## src/lbs_pkg.sv

```systemverilog
package lbs_pkg;

  // Row width in cells; fixed by the stream format.
  localparam int unsigned ROW_W = 64;
  // Width of the grid_width register.
  localparam int unsigned WIDTH_W = 7;
  // Column count after reset: every column in use.
  localparam logic [WIDTH_W-1:0] WIDTH_RESET = 7'd64;

  // One result word as it leaves the row engine.
  typedef struct packed {
    logic [ROW_W-1:0] next_row;
    logic             final_result;
  } res_t;

endpackage

```

## src/lbs_if.sv

```systemverilog
interface lbs_row_if;
  import lbs_pkg::*;

  logic             valid;
  logic             ready;
  logic [ROW_W-1:0] row_cells;
  logic             last_row;

  modport source (output valid, output row_cells, output last_row, input ready);
  modport sink (input valid, input row_cells, input last_row, output ready);
endinterface

interface lbs_res_if;
  import lbs_pkg::*;

  logic             valid;
  logic             ready;
  logic [ROW_W-1:0] next_row;
  logic             final_result;

  modport source (output valid, output next_row, output final_result, input ready);
  modport sink (input valid, input next_row, input final_result, output ready);
endinterface

interface lbs_cfg_if;
  import lbs_pkg::*;

  logic               valid;
  logic               ready;
  logic [WIDTH_W-1:0] grid_width;

  modport source (output valid, output grid_width, input ready);
  modport sink (input valid, input grid_width, output ready);
endinterface

```

## src/lbs_core.sv

```systemverilog
module lbs_core (
  input  logic                        clk_i,
  input  logic                        rst_ni,
  lbs_row_if.sink                     row_i,
  input  logic [lbs_pkg::WIDTH_W-1:0] grid_width_i,
  output logic                        emit_valid_o,
  output lbs_pkg::res_t               emit_o,
  input  logic                        emit_ready_i
);
  import lbs_pkg::*;

  // Columns below the configured width are in use.
  function automatic logic [ROW_W-1:0] col_mask(input logic [WIDTH_W-1:0] w);
    logic [ROW_W-1:0] m;
    for (int c = 0; c < ROW_W; c++) begin
      m[c] = (w > WIDTH_W'(c));
    end
    return m;
  endfunction

  // One generation for the middle row: survive on zero neighbors, born on two.
  function automatic logic [ROW_W-1:0] next_gen(input logic [ROW_W-1:0] up_raw,
                                                input logic [ROW_W-1:0] mid_raw,
                                                input logic [ROW_W-1:0] dn_raw,
                                                input logic [ROW_W-1:0] mask);
    logic [ROW_W-1:0] up, mid, dn, res;
    logic [ROW_W-1:0] ul, ur, ml, mr, dl, dr;
    logic [3:0]       n;
    up  = up_raw & mask;
    mid = mid_raw & mask;
    dn  = dn_raw & mask;
    // Shifted copies put the left and right neighbors under each column.
    ul  = {up[ROW_W-2:0], 1'b0};
    ur  = {1'b0, up[ROW_W-1:1]};
    ml  = {mid[ROW_W-2:0], 1'b0};
    mr  = {1'b0, mid[ROW_W-1:1]};
    dl  = {dn[ROW_W-2:0], 1'b0};
    dr  = {1'b0, dn[ROW_W-1:1]};
    res = '0;
    for (int c = 0; c < ROW_W; c++) begin
      n = 4'(ul[c]) + 4'(up[c]) + 4'(ur[c]) + 4'(ml[c]) + 4'(mr[c])
        + 4'(dl[c]) + 4'(dn[c]) + 4'(dr[c]);
      res[c] = (mid[c] && n == 4'd0) || (!mid[c] && n == 4'd2);
    end
    return res & mask;
  endfunction

  logic             stg_vld_q;
  logic [ROW_W-1:0] stg_row_q;
  logic             stg_last_q;
  logic [ROW_W-1:0] upper_q, upper_d;
  logic [ROW_W-1:0] middle_q, middle_d;
  logic             mid_vld_q, mid_vld_d;
  logic             flush_q, flush_d;

  logic [ROW_W-1:0] mask;
  logic [ROW_W-1:0] cur;
  logic             need_emit, advance, consume;
  logic [ROW_W-1:0] sel_up, sel_mid, sel_dn;

  assign mask = col_mask(grid_width_i);
  assign cur  = stg_row_q & mask;

  assign need_emit = stg_vld_q && (mid_vld_q || stg_last_q);
  assign advance   = stg_vld_q && (!need_emit || emit_ready_i);
  // A last row behind a buffered row takes a second step for its own result.
  assign consume   = advance && (flush_q || !(stg_last_q && mid_vld_q));

  assign row_i.ready = !stg_vld_q || consume;

  always_comb begin
    if (flush_q) begin
      sel_up  = upper_q;
      sel_mid = middle_q;
      sel_dn  = '0;
    end else if (mid_vld_q) begin
      sel_up  = upper_q;
      sel_mid = middle_q;
      sel_dn  = cur;
    end else begin
      sel_up  = '0;
      sel_mid = cur;
      sel_dn  = '0;
    end
  end

  assign emit_valid_o        = need_emit;
  assign emit_o.next_row     = next_gen(sel_up, sel_mid, sel_dn, mask);
  assign emit_o.final_result = flush_q || !mid_vld_q;

  always_comb begin
    upper_d   = upper_q;
    middle_d  = middle_q;
    mid_vld_d = mid_vld_q;
    flush_d   = flush_q;
    if (advance) begin
      if (flush_q) begin
        upper_d   = '0;
        middle_d  = '0;
        mid_vld_d = 1'b0;
        flush_d   = 1'b0;
      end else if (stg_last_q && !mid_vld_q) begin
        upper_d   = '0;
        middle_d  = '0;
        mid_vld_d = 1'b0;
      end else begin
        upper_d   = mid_vld_q ? middle_q : '0;
        middle_d  = cur;
        mid_vld_d = 1'b1;
        flush_d   = stg_last_q;
      end
    end
  end

  always_ff @(posedge clk_i or negedge rst_ni) begin
    if (!rst_ni) begin
      stg_vld_q <= 1'b0;
      mid_vld_q <= 1'b0;
      flush_q   <= 1'b0;
      upper_q   <= '0;
      middle_q  <= '0;
    end else begin
      mid_vld_q <= mid_vld_d;
      flush_q   <= flush_d;
      upper_q   <= upper_d;
      middle_q  <= middle_d;
      if (row_i.valid && row_i.ready) begin
        stg_vld_q <= 1'b1;
      end else if (consume) begin
        stg_vld_q <= 1'b0;
      end
    end
  end

  always_ff @(posedge clk_i) begin
    if (row_i.valid && row_i.ready) begin
      stg_row_q  <= row_i.row_cells;
      stg_last_q <= row_i.last_row;
    end
  end

  // The second step of a last row always sits on that row with a row buffered.
  a_flush_ctx: assert property (@(posedge clk_i) disable iff (!rst_ni)
    flush_q |-> (stg_vld_q && stg_last_q && mid_vld_q))
    else $error("flush step without a buffered last row");

  // After the final result of a grid goes out, nothing stays buffered.
  a_final_clears: assert property (@(posedge clk_i) disable iff (!rst_ni)
    (advance && emit_o.final_result && need_emit) |=> (!mid_vld_q && !flush_q))
    else $error("row buffers not cleared after final result");

  // A row is never dropped while its result still has to be sent.
  a_hold_on_stall: assert property (@(posedge clk_i) disable iff (!rst_ni)
    (need_emit && !emit_ready_i) |=> (stg_vld_q && $stable(flush_q)))
    else $error("row lost while output was stalled");

endmodule

```

## src/lbs_skid.sv

```systemverilog
module lbs_skid (
  input  logic          clk_i,
  input  logic          rst_ni,
  input  logic          up_valid_i,
  input  lbs_pkg::res_t up_data_i,
  output logic          up_ready_o,
  lbs_res_if.source     res_o
);
  import lbs_pkg::*;

  logic out_vld_q;
  res_t out_q;
  logic skid_vld_q;
  res_t skid_q;
  logic out_free;

  assign up_ready_o = !skid_vld_q;
  assign out_free   = !out_vld_q || res_o.ready;

  assign res_o.valid        = out_vld_q;
  assign res_o.next_row     = out_q.next_row;
  assign res_o.final_result = out_q.final_result;

  always_ff @(posedge clk_i or negedge rst_ni) begin
    if (!rst_ni) begin
      out_vld_q  <= 1'b0;
      skid_vld_q <= 1'b0;
    end else if (out_free) begin
      if (skid_vld_q) begin
        out_vld_q  <= 1'b1;
        skid_vld_q <= 1'b0;
      end else begin
        out_vld_q <= up_valid_i;
      end
    end else if (up_valid_i && !skid_vld_q) begin
      skid_vld_q <= 1'b1;
    end
  end

  always_ff @(posedge clk_i) begin
    if (out_free) begin
      if (skid_vld_q) begin
        out_q <= skid_q;
      end else if (up_valid_i) begin
        out_q <= up_data_i;
      end
    end else if (up_valid_i && !skid_vld_q) begin
      skid_q <= up_data_i;
    end
  end

  // The spare word is only used while the output word is held.
  a_skid_behind_out: assert property (@(posedge clk_i) disable iff (!rst_ni)
    skid_vld_q |-> out_vld_q)
    else $error("spare word without an output word");

  // A stalled output word with a word arriving must fill the spare slot.
  a_skid_fills: assert property (@(posedge clk_i) disable iff (!rst_ni)
    (out_vld_q && !res_o.ready && up_valid_i && up_ready_o) |=> skid_vld_q)
    else $error("incoming word dropped while output stalled");

  // A freed spare slot hands its word straight to the output.
  a_skid_drains: assert property (@(posedge clk_i) disable iff (!rst_ni)
    (skid_vld_q && res_o.ready) |=> (out_vld_q && !skid_vld_q))
    else $error("spare word not moved to output");

endmodule

```

## src/life_like_b2s0_row_generation.sv

```systemverilog
// Result path: a result word is worked out from the row engine's staging register and
//   registered in the output buffer.
// Throughput: one row per cycle unless the output stalls; a last row after a buffered row
//   takes a second step, because the row engine sends its two words through one output port.
// Reset (rst_ni, asynchronous, active low): no row buffered, output empty, and
//   grid_width set to 64 so that every column is in use.
module life_like_b2s0_row_generation (
  input  logic       clk_i,
  input  logic       rst_ni,
  lbs_cfg_if.sink    cfg_i,
  lbs_row_if.sink    row_i,
  lbs_res_if.source  res_o
);
  import lbs_pkg::*;

  // The column count register. The user must write it only while the block is idle;
  // the block itself does not enforce this. Its ready is tied high, so it is always taken.
  logic [WIDTH_W-1:0] grid_width_q;

  // Handshake between the row engine and the output buffer.
  logic emit_valid;
  logic emit_ready;
  res_t emit_word;

  assign cfg_i.ready = 1'b1;

  always_ff @(posedge clk_i or negedge rst_ni) begin
    if (!rst_ni) begin
      grid_width_q <= WIDTH_RESET;
    end else if (cfg_i.valid && cfg_i.ready) begin
      grid_width_q <= cfg_i.grid_width;
    end
  end

  // The row engine registers each incoming row, keeps the two rows above it,
  // and works out the next generation of the middle row in one pass of
  // neighbor-count logic. Its ready depends only on registered state of the
  // output buffer, so no combinational path runs from res_o.ready to row_i.ready.
  lbs_core u_core (
    .clk_i        (clk_i),
    .rst_ni       (rst_ni),
    .row_i        (row_i),
    .grid_width_i (grid_width_q),
    .emit_valid_o (emit_valid),
    .emit_o       (emit_word),
    .emit_ready_i (emit_ready)
  );

  // The output register plus a spare word lets the engine hand over one more
  // result while the downstream side stalls; once both hold a word, the engine
  // stalls on its next result until the output drains.
  lbs_skid u_skid (
    .clk_i      (clk_i),
    .rst_ni     (rst_ni),
    .up_valid_i (emit_valid),
    .up_data_i  (emit_word),
    .up_ready_o (emit_ready),
    .res_o      (res_o)
  );

endmodule

```

## src/flat_wrapper.sv

```systemverilog
// flat-port wrapper written by rule: the top's interface ports become plain ports
module life_like_b2s0_row_generation_flat import lbs_pkg::*;
  (clk_i, rst_ni, cfg_i_valid, cfg_i_grid_width, cfg_i_ready, row_i_valid, row_i_row_cells, row_i_last_row, row_i_ready, res_o_valid, res_o_next_row, res_o_final_result, res_o_ready);
  lbs_cfg_if cfg_i_i ();
  lbs_row_if row_i_i ();
  lbs_res_if res_o_i ();
  input  logic clk_i;
  input  logic rst_ni;
  input wire logic [$bits(cfg_i_i.valid)-1:0] cfg_i_valid;
  input wire logic [$bits(cfg_i_i.grid_width)-1:0] cfg_i_grid_width;
  output wire logic [$bits(cfg_i_i.ready)-1:0] cfg_i_ready;
  input wire logic [$bits(row_i_i.valid)-1:0] row_i_valid;
  input wire logic [$bits(row_i_i.row_cells)-1:0] row_i_row_cells;
  input wire logic [$bits(row_i_i.last_row)-1:0] row_i_last_row;
  output wire logic [$bits(row_i_i.ready)-1:0] row_i_ready;
  output wire logic [$bits(res_o_i.valid)-1:0] res_o_valid;
  output wire logic [$bits(res_o_i.next_row)-1:0] res_o_next_row;
  output wire logic [$bits(res_o_i.final_result)-1:0] res_o_final_result;
  input wire logic [$bits(res_o_i.ready)-1:0] res_o_ready;
  assign cfg_i_i.valid = cfg_i_valid;
  assign cfg_i_i.grid_width = cfg_i_grid_width;
  assign cfg_i_ready = cfg_i_i.ready;
  assign row_i_i.valid = row_i_valid;
  assign row_i_i.row_cells = row_i_row_cells;
  assign row_i_i.last_row = row_i_last_row;
  assign row_i_ready = row_i_i.ready;
  assign res_o_valid = res_o_i.valid;
  assign res_o_next_row = res_o_i.next_row;
  assign res_o_final_result = res_o_i.final_result;
  assign res_o_i.ready = res_o_ready;
  life_like_b2s0_row_generation u_core (.clk_i(clk_i), .rst_ni(rst_ni), .cfg_i(cfg_i_i), .row_i(row_i_i), .res_o(res_o_i));
endmodule
```

## config.mk

```make
export PLATFORM = sky130hd
export DESIGN_NAME = life_like_b2s0_row_generation_flat
export DESIGN_NICKNAME = d
export VERILOG_FILES = /design/src/lbs_pkg.sv /design/src/lbs_if.sv /design/src/lbs_core.sv /design/src/lbs_skid.sv /design/src/life_like_b2s0_row_generation.sv /design/src/flat_wrapper.sv
export SDC_FILE = /design/constraint.sdc
export NUM_CORES = 1
export LEC_CHECK = 0
export ABC_AREA = 1
export BUFFER_PORTS_ARGS = -buffer_cell sky130_fd_sc_hd__buf_2
export CORE_MARGIN = 2
export CORE_UTILIZATION = 45
export DETAILED_ROUTE_END_ITERATION = 12
export RECOVER_POWER = 100
export SLEW_MARGIN = 5
export SYNTH_ARGS = -nofsm -noshare
export SYNTH_HDL_FRONTEND = slang
export SYNTH_SLANG_ARGS = --single-unit
```

## constraint.sdc

```tcl
create_clock -name clk_i -period 5.9 [get_ports clk_i]
set_clock_uncertainty 0.2 [all_clocks]
set_input_delay 0.885 -clock clk_i [delete_from_list [all_inputs] [get_ports clk_i]]
set_output_delay 0.885 -clock clk_i [all_outputs]
set_load 0.02 [all_outputs]
```

[Yosys cells after proc, flatten, opt, wreduce, memory -nomap -nowiden]
Index checks and enable logic that the tools add are counted.
Word-level totals
  flip-flop bits (word level): 335
Operators by class
  equality and inequality tests: 64
  muxes and demuxes: 22
  bitwise gates (word level): 6
  reduce and logical (&&, ||, !) cells: 344
  magnitude comparators: 64
  $add $sub $neg: 441
Operators by type and width (count)
  $add A4 B1 Y4: 252
  $mux W64: 11
  $and A64 B64 Y64: 5
  $eq A4 B2 Y1 const B: 64
  $logic_not A4 Y1: 64
  $add A3 B1 Y4: 63
  $gt A7 B6 Y1 const B: 32
  $add A2 B1 Y3: 63
  $logic_and A1 B1 Y1: 135
  $mux W65: 2
  $add A1 B1 Y2: 63
  $gt A7 B5 Y1 const B: 16
  $logic_not A1 Y1: 70
  $logic_or A1 B1 Y1: 70
  $gt A7 B4 Y1 const B: 8
  $gt A7 B3 Y1 const B: 4
  $gt A7 B1 Y1 const B: 2
  $gt A7 B2 Y1 const B: 2
  $mux W1: 9
  $reduce_bool A2 Y1: 3
  $reduce_and A2 Y1: 2
  $not A1 Y1: 1

[Depth between registers and ports, before layout]
  depth after elaboration: 16
  depth in mapped cells: 25

[Cells and area by module]
From an unflattened synthesis, not the netlist that was laid out.
Unflattened totals
  cell total of the unflattened synthesis: 3187
  area total of the unflattened synthesis: 26995.9 µm²
Modules (own cells, without submodules)
  lbs_core: area an instance 21899.8 µm², cells each 2803, times used 1
  lbs_skid: area an instance 4814.6 µm², cells each 352, times used 1
  life_like_b2s0_row_generation: area an instance 281.5 µm², cells each 32, times used 1

[Worst setup path before layout]
OpenSTA, ideal clock, no wires.
  path type: register -> register
  start: reg u_core.grid_width_q[6]
  end: reg u_core.u_skid.out_q (netlist bit u_core.u_skid.res_o.next_row[47]), data pin
  stages on the path, launching flop included: 20
  data arrival time: 4237 ps
  setup slack: 1332 ps
  buffers on the path: 2
  setup time: 131 ps
  cell sequence: dfstp_2 -> buf_6 -> clkinv_2 -> buf_6 -> nand2_1 -> inv_2 -> nor3_1 -> inv_1 -> fa_1 -> inv_1 -> fa_1 -> inv_1 -> fa_1 -> inv_1 -> ha_1 -> fa_1 -> or2_2 -> a211oi_1 -> nand3_1 -> nand2_1
Between the ends
  word-level cells in the longest chain between the ends: 16
  elaborated cells on any way between the ends: 27
Ends and longest elaborated chain
  start: declaration: line life_like_b2s0_row_generation.sv:18  | logic [WIDTH_W-1:0] grid_width_q;
  start signal: assignment: line life_like_b2s0_row_generation.sv:31  | grid_width_q <= cfg_i.grid_width;
  parallel branches: the longest is 13 deep, another holds $gt A7 B6 Y1
  $and A64 B64 Y64 (*): line lbs_core.sv:45  | return res & mask;
  $mux W65 (*): line lbs_skid.sv:44  | end else if (up_valid_i) begin
  $mux W65 (*): line lbs_skid.sv:42  | if (skid_vld_q) begin
  end signal: assignment: line lbs_skid.sv:43  | out_q <= skid_q;
  end signal: assignment: line lbs_skid.sv:45  | out_q <= up_data_i;
  end: declaration: line lbs_skid.sv:12  | res_t out_q;
Mark *: on every way between the ends. The select of a mux whose other input is x is not followed.
A chain may end at the register's enable or synchronous reset.

[Worst setup path after layout]
  start: reg u_core.grid_width_q[5]
  end: reg u_core.u_skid.out_q (netlist bit u_core.u_skid.res_o.next_row[49]), data pin
The elaborated chain is that of the path after synthesis.

==> flow_metrics.py <==
metrics = {
    "outcome": {
        "status": "finished with violations",
        "violations": "capacitance limit, slew limit",
    },
    "yosys": {
        "synthMuxAreaShare_pct": 0,
        "ys_top_cells_by_area": "edfxtp_1 22%, fa_1 19%, dfrtp_1 13%, inv_1 9.2%, ha_1 8.8%",
        "synth_top_family_by_area": "adder cells",
        "ys.flop_type": "edfxtp_1",
        "synthCells": 2952,
        "ys_warn_count": 0,
        "synth_edf_count": 195,
        "yosysMostFrequentCell": "inv_1",
        "synth_common_cells": "659 x inv_1, 518 x nand2_1, 252 x fa_1, 195 x edfxtp_1, 188 x ha_1",
        "synth_top_area_share_pct": 21.9,
        "ys_seq_elements": 335,
        "synth_compound_area_share_pct": 6.98,
        "netlist_area_um2": 26800,
        "synth_async_sr_flop_share_pct": 41.8,
        "synth_simple_gate_area_share_pct": 17.6,
        "synthAdderAreaFrac_pct": 27.6,
        "syn_avg_cell_area_um2": 9.08,
        "synth-seq-area-share_pct": 34.9,
        "synth_xor_area_share_pct": 1.83,
        "synth.distinct_cells": 50,
        "synth_nets": 3469,
        "synth_top_area_cell": "edfxtp_1",
    },
    "cells_and_area": {
        "fillCellCount": 5520,
        "post-route-util_pct": 50.1,
        "drive_above_1_share_pct": 8.49,
        "nNetsFinal": 3594,
        "diodes": 0,
        "stdcell_area_um2": 29500,
        "area_growth_pct": 10.1,
        "final_cells": 3884,
    },
    "pwr": {
        "ir_drop_mv": 0.361,
        "leakage_nw": 15.0,
        "total_power_mw": 15.4,
        "p_per_area_nw_per_um2": 521,
    },
    "worst_setup_path": {
        "critPathKind": "reg2reg",
        "critPathSlowestCell": "fa_1",
        "required_ns": 6.12,
        "worstPathMaxFanout": 10,
        "worstPathArrival_ns": 5.74,
        "crit_path_start_kind": "flip-flop",
        "critPathMaxStageDelay_ns": 0.53,
        "r2r_slack_ns": 0.38,
        "timing.rr.start": "u_core.grid_width_q[5]",
        "reg2reg_depth": 19,
        "end_kind": "flip-flop",
        "endpoint": "u_core.u_skid.res_o.next_row[49]",
        "worstPathCellList": "inv_1 -> nor2_4 -> nand2_1 -> nand2_1 -> inv_1 -> o21ai_1 -> nand3_1 -> inv_1 -> fa_1 -> fa_1 -> inv_1 -> fa_1 -> inv_1 -> ha_1 -> fa_1 -> or2_2 -> a21oi_1 -> nand4_1 -> nand2_1",
        "cp_common_cell": "inv_1",
        "r2r-end": "u_core.u_skid.res_o.next_row[49]",
        "crit_path_start": "u_core.grid_width_q[5]",
    },
    "clock_network": {
        "ctsResizeCount": 0,
        "cts.clk_slew.worst_paths_ns": 0.06,
        "cts_root_buf": "clkbuf_16",
        "insertion_delay_ns": 0.58,
        "cts_tree": "built",
        "cts.sinks": 335,
        "cts_setup_buffers": 0,
        "cts_buffers": 42,
        "cts_hold_buf": 0,
        "clockBufferDepth": 3,
        "h-tree-depth": 2,
    },
    "global_routing": {
        "overflow": 0,
        "grt_antenna_before_repair": 1,
        "grt_pass1_vias": 20800,
        "grt_max_degree": 94,
        "gr-usage-all-layers_pct": 23.1,
        "grt_pass1_wl_um": 111000,
    },
    "timing": {
        "max_freq_mhz": 181,
        "worstMarginPinSlew_ns": 3.15,
        "relSlewSlack_pct": -111,
        "rsz0062_at_grt": "false",
        "final-setup-viol-count": 0,
        "period_minus_slack_ns": 5.52,
        "tns_ns": 0,
        "hold_viol": 0,
        "period_share_pct": 93.6,
        "slew_viol_final": 522,
    },
    "route": {
        "routed_via_density": 5.16,
        "drt_wl_total_um": 68600,
        "vias": 20000,
        "ant_nets": 0,
        "drc_errors": 0,
        "routedWlPerCell_um": 17.7,
        "drt_iter0_drc": 1403,
        "first_pass_iters": 5,
    },
    "floorplan": {
        "die_x_um": 248,
        "core_um2": 58900,
        "num_rows": 89,
        "die_area_um2": 61500,
        "start_util_pct": 45.5,
        "die_h_um": 248,
        "pin_count": 145,
    },
    "place": {
        "place.port_buffers": 143,
        "routabilityCongestion": 0.878,
        "place_hpwl_um": 49500,
        "placedCellCount": 3806,
        "placed_area_um2": 28400,
    },
    "hold_path": {
        "min_path_cells": 1,
        "hold_class": "in2reg",
    },
    "flow_run": {
        "max_cap_viol_count": 10,
    },
}
## metrics by stage
stage,hold slack [ns],setup slack [ns]
floorplan,0.252,1.33
CTS,0.0515,0.455
detailed placement,0.271,0.498
global placement,0.266,0.650
global route,0.249,0.0960
finish,0.277,0.379
## cell usage in the layout (no fill, tap or decap), drive strengths merged
| cell | count |
|---|---|
| a31oi | 3 |
| inv | 680 |
| nand3b | 7 |
| bufinv | 4 |
| and3 | 16 |
| a21boi | 1 |
| nor3 | 46 |
| o21bai | 4 |
| o31ai | 27 |
| clkbuf | 144 |
| xnor2 | 34 |
| clkinv | 14 |
| nand4 | 45 |
| nand2 | 534 |
| conb | 1 |
| buf | 80 |
| clkinvlp | 3 |
| edfxtp | 195 |
| dfrtp | 139 |
| nor4 | 1 |
| a21oi | 55 |
| fa | 252 |
| a211oi | 5 |
| dfstp | 1 |
| nand3 | 128 |
| nor2 | 181 |
| o22ai | 38 |
| xor2 | 22 |
| nor3b | 2 |
| ha | 188 |
| and2 | 33 |
| or2 | 43 |
| o21ai | 185 |
## sequential cells by signal (all words and copies together) (netlist names)
signal,count
u_core.u_core.stg_last_q,1
u_core.u_core.mid_vld_q,1
u_core.u_skid.skid_vld_q,1
u_core.u_core.middle_q,64
u_core.u_skid.res_o.valid,1
u_core.u_core.flush_q,1
u_core.u_skid.res_o.next_row,64
u_core.grid_width_q,7
u_core.u_core.stg_vld_q,1
u_core.u_skid.skid_q,65
u_core.u_skid.res_o.final_result,1
u_core.u_core.stg_row_q,64
u_core.u_core.upper_q,64
## critical path: cells and delay by family, from the launching register on
family,cells,cell delay [ns]
AO/OA/AOI/OAI,2,0.56
buffers and inverters,5,0.76
AND/OR/NAND/NOR,7,1.35
flip-flops,1,0.46
adder cells (fa/ha/maj),5,2.01
## per-layer routing
metal	GRT usage, %	routed length, µm	part of all wire (%)
met4	6.22	1780	2.6
met5	0	16	0.023
met1	31.1	30300	44
met2	39.1	32800	48
met3	3.36	3630	5.3
## power breakdown
part	internal [mW]	switching (mW)	total (mW)
logic	3.10	5.81	8.91
registers	3.55	0.322	3.87
clock network	1.53	1.05	2.58
total	8.18	7.18	15.4
## kinds of logic after synthesis
group                    after synthesis
AO/OA/AOI/OAI                        318
XOR/XNOR                              56
adder cells (fa/ha/maj)              440
buffers and inverters                766
flip-flops                           335
other                                  1
AND/OR/NAND/NOR                     1036
## cell type report
type	count	area, µm²	area share, %
clock buffers	61	1190	4.02
multi-input cells	1851	14400	48.9
clock inverters	17	168	0.568
well taps	773	967	3.28
inverters	684	2590	8.77
flip-flops and latches	335	9360	31.7
repair buffers	163	798	2.71
## worst min-delay path by stage
stage / end / from
6_report: u_core.u_core.stg_row_q[17] / row_i_row_cells[17]
5_1_grt: u_core.u_core.stg_row_q[17] / row_i_row_cells[17]
4_1_cts: u_core.grid_width_q[5] / rst_ni
3_5_place_dp: u_core.u_core.upper_q[53] / u_core.u_core.upper_q[53]
3_3_place_gp: u_core.u_core.upper_q[27] / u_core.u_core.upper_q[27]
2_1_floorplan: u_core.u_core.upper_q[13] / u_core.u_core.upper_q[13]
Note: power is estimated with default switching activity, not from simulation.
